## src/design/mic_pkg.sv

```systemverilog
`default_nettype none
package mic_pkg;

    localparam int MIC_MAX_CPUS  = 6;
    localparam int MIC_MAX_LINES = 576;

    localparam logic [1:0] CMD_WR   = 2'd0;
    localparam logic [1:0] CMD_RD   = 2'd1;
    localparam logic [1:0] CMD_LVL  = 2'd2;
    localparam logic [1:0] CMD_TICK = 2'd3;

    localparam logic CFG_NUM_CPUS  = 1'b0;
    localparam logic [2:0] CFG_CPUS_RST  = 3'd6;
    localparam logic [4:0] CFG_WORDS_RST = 5'd18;

    localparam logic [15:0] A_REV      = 16'h0000;
    localparam logic [15:0] A_CAP      = 16'h0004;
    localparam logic [15:0] A_SRST     = 16'h000C;
    localparam logic [15:0] A_GCFG     = 16'h0010;
    localparam logic [15:0] A_WHO      = 16'h2000;
    localparam logic [15:0] A_ACK      = 16'h2004;
    localparam logic [15:0] A_ISET     = 16'h2008;
    localparam logic [15:0] A_ICLR     = 16'h200C;
    localparam logic [15:0] A_MSET     = 16'h2024;
    localparam logic [15:0] A_MCLR     = 16'h2028;
    localparam logic [15:0] A_DSET     = 16'h202C;
    localparam logic [15:0] A_DCLR     = 16'h2030;
    localparam logic [15:0] W_DEST     = 16'h3000;
    localparam logic [15:0] W_PSET     = 16'h4000;
    localparam logic [15:0] W_PCLR     = 16'h4080;
    localparam logic [15:0] W_MSET     = 16'h4100;
    localparam logic [15:0] W_MCLR     = 16'h4180;
    localparam logic [15:0] W_PRD      = 16'h4200;
    localparam logic [15:0] ALIAS_BASE = 16'h5000;
    localparam int          ALIAS_STRIDE = 'h80;

    localparam logic [31:0] REVISION  = 32'h0000_0002;
    localparam logic [31:0] ACK_SELF  = 32'h0004_0002;
    localparam logic [31:0] ACK_NORM  = 32'h0004_0001;
    localparam logic [31:0] ACK_LINE  = 32'h0001_0000;
    localparam logic [31:0] LINE_MASK = 32'h0000_03FF;
    localparam logic [31:0] ALL_ONES  = 32'hFFFF_FFFF;

    typedef enum logic [4:0] {
        OP_ONE    = 5'b00001,
        OP_SOFT   = 5'b00010,
        OP_RDDEST = 5'b00100,
        OP_ACK    = 5'b01000,
        OP_TICK   = 5'b10000
    } t_op;

    typedef enum logic [6:0] {
        S_CLEAR = 7'b0000001,
        S_IDLE  = 7'b0000010,
        S_EXEC  = 7'b0000100,
        S_SWEEP = 7'b0001000,
        S_DEST  = 7'b0010000,
        S_SCAN  = 7'b0100000,
        S_DONE  = 7'b1000000
    } t_state;

    typedef struct packed {
        logic load;
        logic exec;
        logic sweep;
        logic scan;
        logic grab;
        logic emit;
    } t_dp_cmd;

    typedef struct packed {
        t_op  op;
        logic ipi_hit;
        logic sweep_last;
        logic scan_done;
        logic out_free;
    } t_dp_stat;

endpackage
`default_nettype wire

```

## src/design/mic_ctrl.sv

```systemverilog
`default_nettype none
module mic_ctrl (
    input  logic              i_clk,
    input  logic              i_rst_n,
    input  logic              i_in_valid,
    input  mic_pkg::t_dp_stat i_stat,
    output logic              o_in_ready,
    output mic_pkg::t_dp_cmd  o_cmd
);
    import mic_pkg::*;

    t_state r_state, n_state;

    always_ff @(posedge i_clk) begin
        if (!i_rst_n) begin
            r_state <= S_CLEAR;
        end else begin
            r_state <= n_state;
        end
    end

    always_comb begin
        n_state    = r_state;
        o_cmd      = '0;
        o_in_ready = 1'b0;
        unique case (r_state)
            S_CLEAR: begin
                o_cmd.sweep = 1'b1;
                if (i_stat.sweep_last) n_state = S_IDLE;
            end
            S_IDLE: begin
                o_in_ready = 1'b1;
                if (i_in_valid) begin
                    o_cmd.load = 1'b1;
                    n_state    = S_EXEC;
                end
            end
            S_EXEC: begin
                o_cmd.exec = 1'b1;
                unique case (i_stat.op)
                    OP_ONE:    n_state = S_DONE;
                    OP_SOFT:   n_state = S_SWEEP;
                    OP_RDDEST: n_state = S_DEST;
                    OP_ACK:    n_state = i_stat.ipi_hit ? S_DONE : S_SCAN;
                    OP_TICK:   n_state = S_SCAN;
                    default:   n_state = S_DONE;
                endcase
            end
            S_SWEEP: begin
                o_cmd.sweep = 1'b1;
                if (i_stat.sweep_last) n_state = S_DONE;
            end
            S_DEST: begin
                o_cmd.grab = 1'b1;
                n_state    = S_DONE;
            end
            S_SCAN: begin
                o_cmd.scan = 1'b1;
                if (i_stat.scan_done) n_state = S_DONE;
            end
            S_DONE: begin
                if (i_stat.out_free) begin
                    o_cmd.emit = 1'b1;
                    n_state    = S_IDLE;
                end
            end
            default: n_state = S_IDLE;
        endcase
    end

endmodule
`default_nettype wire

```

## config.mk

```make
export PLATFORM = sky130hd
export DESIGN_NAME = mic_ctrl
export DESIGN_NICKNAME = d
export VERILOG_FILES = /design/src/design/mic_pkg.sv /design/src/design/mic_ctrl.sv
export SDC_FILE = /design/constraint.sdc
export NUM_CORES = 1
export LEC_CHECK = 0
export ABC_AREA = 1
export BUFFER_PORTS_ARGS = -buffer_cell sky130_fd_sc_hd__buf_2
export CAP_MARGIN = 10
export CORE_MARGIN = 8
export CORE_UTILIZATION = 30
export CTS_BUF_LIST = sky130_fd_sc_hd__clkbuf_2 sky130_fd_sc_hd__clkbuf_4 sky130_fd_sc_hd__clkbuf_8
export DETAILED_ROUTE_END_ITERATION = 16
export PLACE_DENSITY_LB_ADDON = 0.1
export REMOVE_ABC_BUFFERS = 1
export SLEW_MARGIN = 20
export SYNTH_ARGS = -nofsm -noshare
export SYNTH_HDL_FRONTEND = slang
export SYNTH_SLANG_ARGS = --single-unit
```

## constraint.sdc

```tcl
create_clock -name i_clk -period 2.45 [get_ports i_clk]
set_clock_uncertainty 0.2 [all_clocks]
set_input_delay 0.3675 -clock i_clk [delete_from_list [all_inputs] [get_ports i_clk]]
set_output_delay 0.3675 -clock i_clk [all_outputs]
set_load 0.01 [all_outputs]
```

==> impl_metrics.toml <==
[sta]
drv_slew = 0
holdWs_ns = 0.1344
fin_crit_sh_pct = 74.63
finalSetupViolCount = 0
tightest_slew_ns = 0.2327
fmax_mhz = 546.9
worst_slack_ns = 0.6216
timing.slew.headroom_pct = 84.37
finalHoldViolations = 0
finalSetupTns_ns = 0
fin_crit_ns = 1.828
rsz0062_at_grt = "false"

[route]
drc_errors = 0
drt-vias-per-instance = 4.380
drt_iter0_drc = 9
vias = 657
antenna_left = 0
wl_per_cell_um = 10.02
wl_mm = 1.503
firstDrtPassIters = 4

[floorplan]
dieWidth_um = 61.62
dieArea_mm2 = 0.003797
coreArea_mm2 = 0.001962
die_h_um = 61.62
pin_count = 19
rows = 16
start_util_pct = 31.82

[final_layout]
fin_cells = 150
multi_input_comb_area_um2 = 409.1
drive_above_1_share_pct = 39.84
area_delta_synth_final_pct = 24.65
fill_cells = 247
top_regs = "r_state (7)"
layout_commonest_cell = "nand2_1"
fin_nets = 136
largest-register = "r_state"
antenna_cells = 0
post-route-util_pct = 39.67
seqCellArea_um2 = 140.1
design_area_um2 = 778.2
largest_reg_flops = 7
layout_common_cells = "nand2_1 (20), buf_2 (18), nor2_1 (13), inv_1 (12)"

[setup_path]
cp_slowest_stage_delay_ns = 0.34
slowest_stage = "dfxtp_1"
worstPathRequired_ns = 1.88
path_class = "register to output pin"
cp-start-kind = "register"
cpMostUsedCell = "nor2_1"
arrival_ns = 1.26
cp_num_buf_inv = 2
path_cells = "inv_2 > nand2_4 > nor2_1 > nand2_1 > nor2_1 > buf_2"
crit_family = "simple AND/OR/NAND/NOR gates"
cp_max_fo = 4
endpoint_kind = "output pin"

[power]
static-leakage-power_nw = 0.4410
peakVddDrop_mv = 0.1826
power_mw = 0.3925
power.density_mw_per_mm2 = 504.3

[min_path]
hold_class = "primary input to register"

[placement]
portBuffers = 18
dp_hpwl_mm = 1.312
dpl_cell_area_um2 = 748.2
dp_slack_ns = 0.8664
place_congestion = 0.7553
dp_cells = 146

[logic_synthesis]
synth_area_um2 = 624.3
ys.warnings.count = 0
synth_seq_area_share_pct = 22.44
synth_seq_cells = 7
synth_area_per_cell_um2 = 6.182
synthCells = 101
ys_types = 20

[cts]
cts_made_buffers = 3
cts_tree = "built"
post_cts_resize_count = 0
cts.sinks = 7
clk_path_buf_depth = 2
htreeDepth = 1
hold_buffers = 0
clk_pin_slew_ns = 0.05
post_cts_buffers = 0
cts_root_buf = "clkbuf_4"
clkLatencyLatePin_ns = 0.25

[run_status]
status = "complete, no violations"

[global_routing]
track_usage_pct = 9.546
grt_max_degree = 7
grt_pass1_wl_mm = 2.642
antenna_found_initial = 0
grt_overflow_total = 0
grt_pass1_vias = 624

[run]
drv_cap = 0
## layer usage
layer / wire length [um] / global-route usage (%) / share of wire (%) / vias to the layer above
li1: - / - / - / 361
met1: 714 / 11.41 / 48 / 262
met2: 637 / 14.33 / 42 / 29
met3: 99 / 1.879 / 6.6 / 5
met4: 52 / 7.792 / 3.5 / 0
met5: 0 / 0 / 0 / -
## kinds of logic (layout without fill, tap and decap cells)
group | Yosys count | in the layout | synth area share [%]
AND/OR/NAND/NOR | 69 | 69 | 60.92
AO/OA/AOI/OAI | 5 | 5 | 4.608
flip-flops | 7 | 7 | 22.44
buffers and inverters | 20 | 42 | 12.02
## synthesized netlist by cell type (all sizes together)
cell type   n  share of area, %
nand3b      3               4.2
dfxtp       7                22
nand3      12                14
or2         1               1.0
nand2      25                18
nor3        5               4.0
nor2       20                17
o21ai       3               2.4
nand4       3               3.0
inv        19                11
a21oi       2               2.2
clkinv      1              0.60
## worst reg2reg max path: stages, from the launching register on
cell and delay [ns]:
dfxtp_1 0.31, inv_2 0.09, nand2_2 0.09, nor2_4 0.16, nand3_2 0.18, nand4_1 0.20, nand2_1 0.07, inv_1 0.06
nor2_2 0.04
## area by class of cell
class	count	area share, %
Sequential cell	7	18.01
Timing Repair Buffer	18	11.58
Multi-Input combinational cell	74	52.57
Inverter	20	9.646
Tap cell	27	4.341
Clock buffer	4	3.859
## power by group
group	leakage [nW]	total [mW]	switching [mW]	internal, mW
logic	0.365	0.144	0.0902	0.0535
clock network	0.0184	0.113	0.0404	0.0731
registers	0.0574	0.135	0.0105	0.125
## path summary, 6_finish.rpt
check             slack [ns]  depth (start not counted)         end        from
hold / removal          0.13                          2  r_state[0]     i_rst_n
setup reg to reg        0.96                          8  r_state[3]  r_state[6]
setup / recovery        0.62                          6    o_cmd[5]  r_state[3]
hold reg to reg         0.38                          4  r_state[6]  r_state[6]
(Power assumes the default switching activity.)
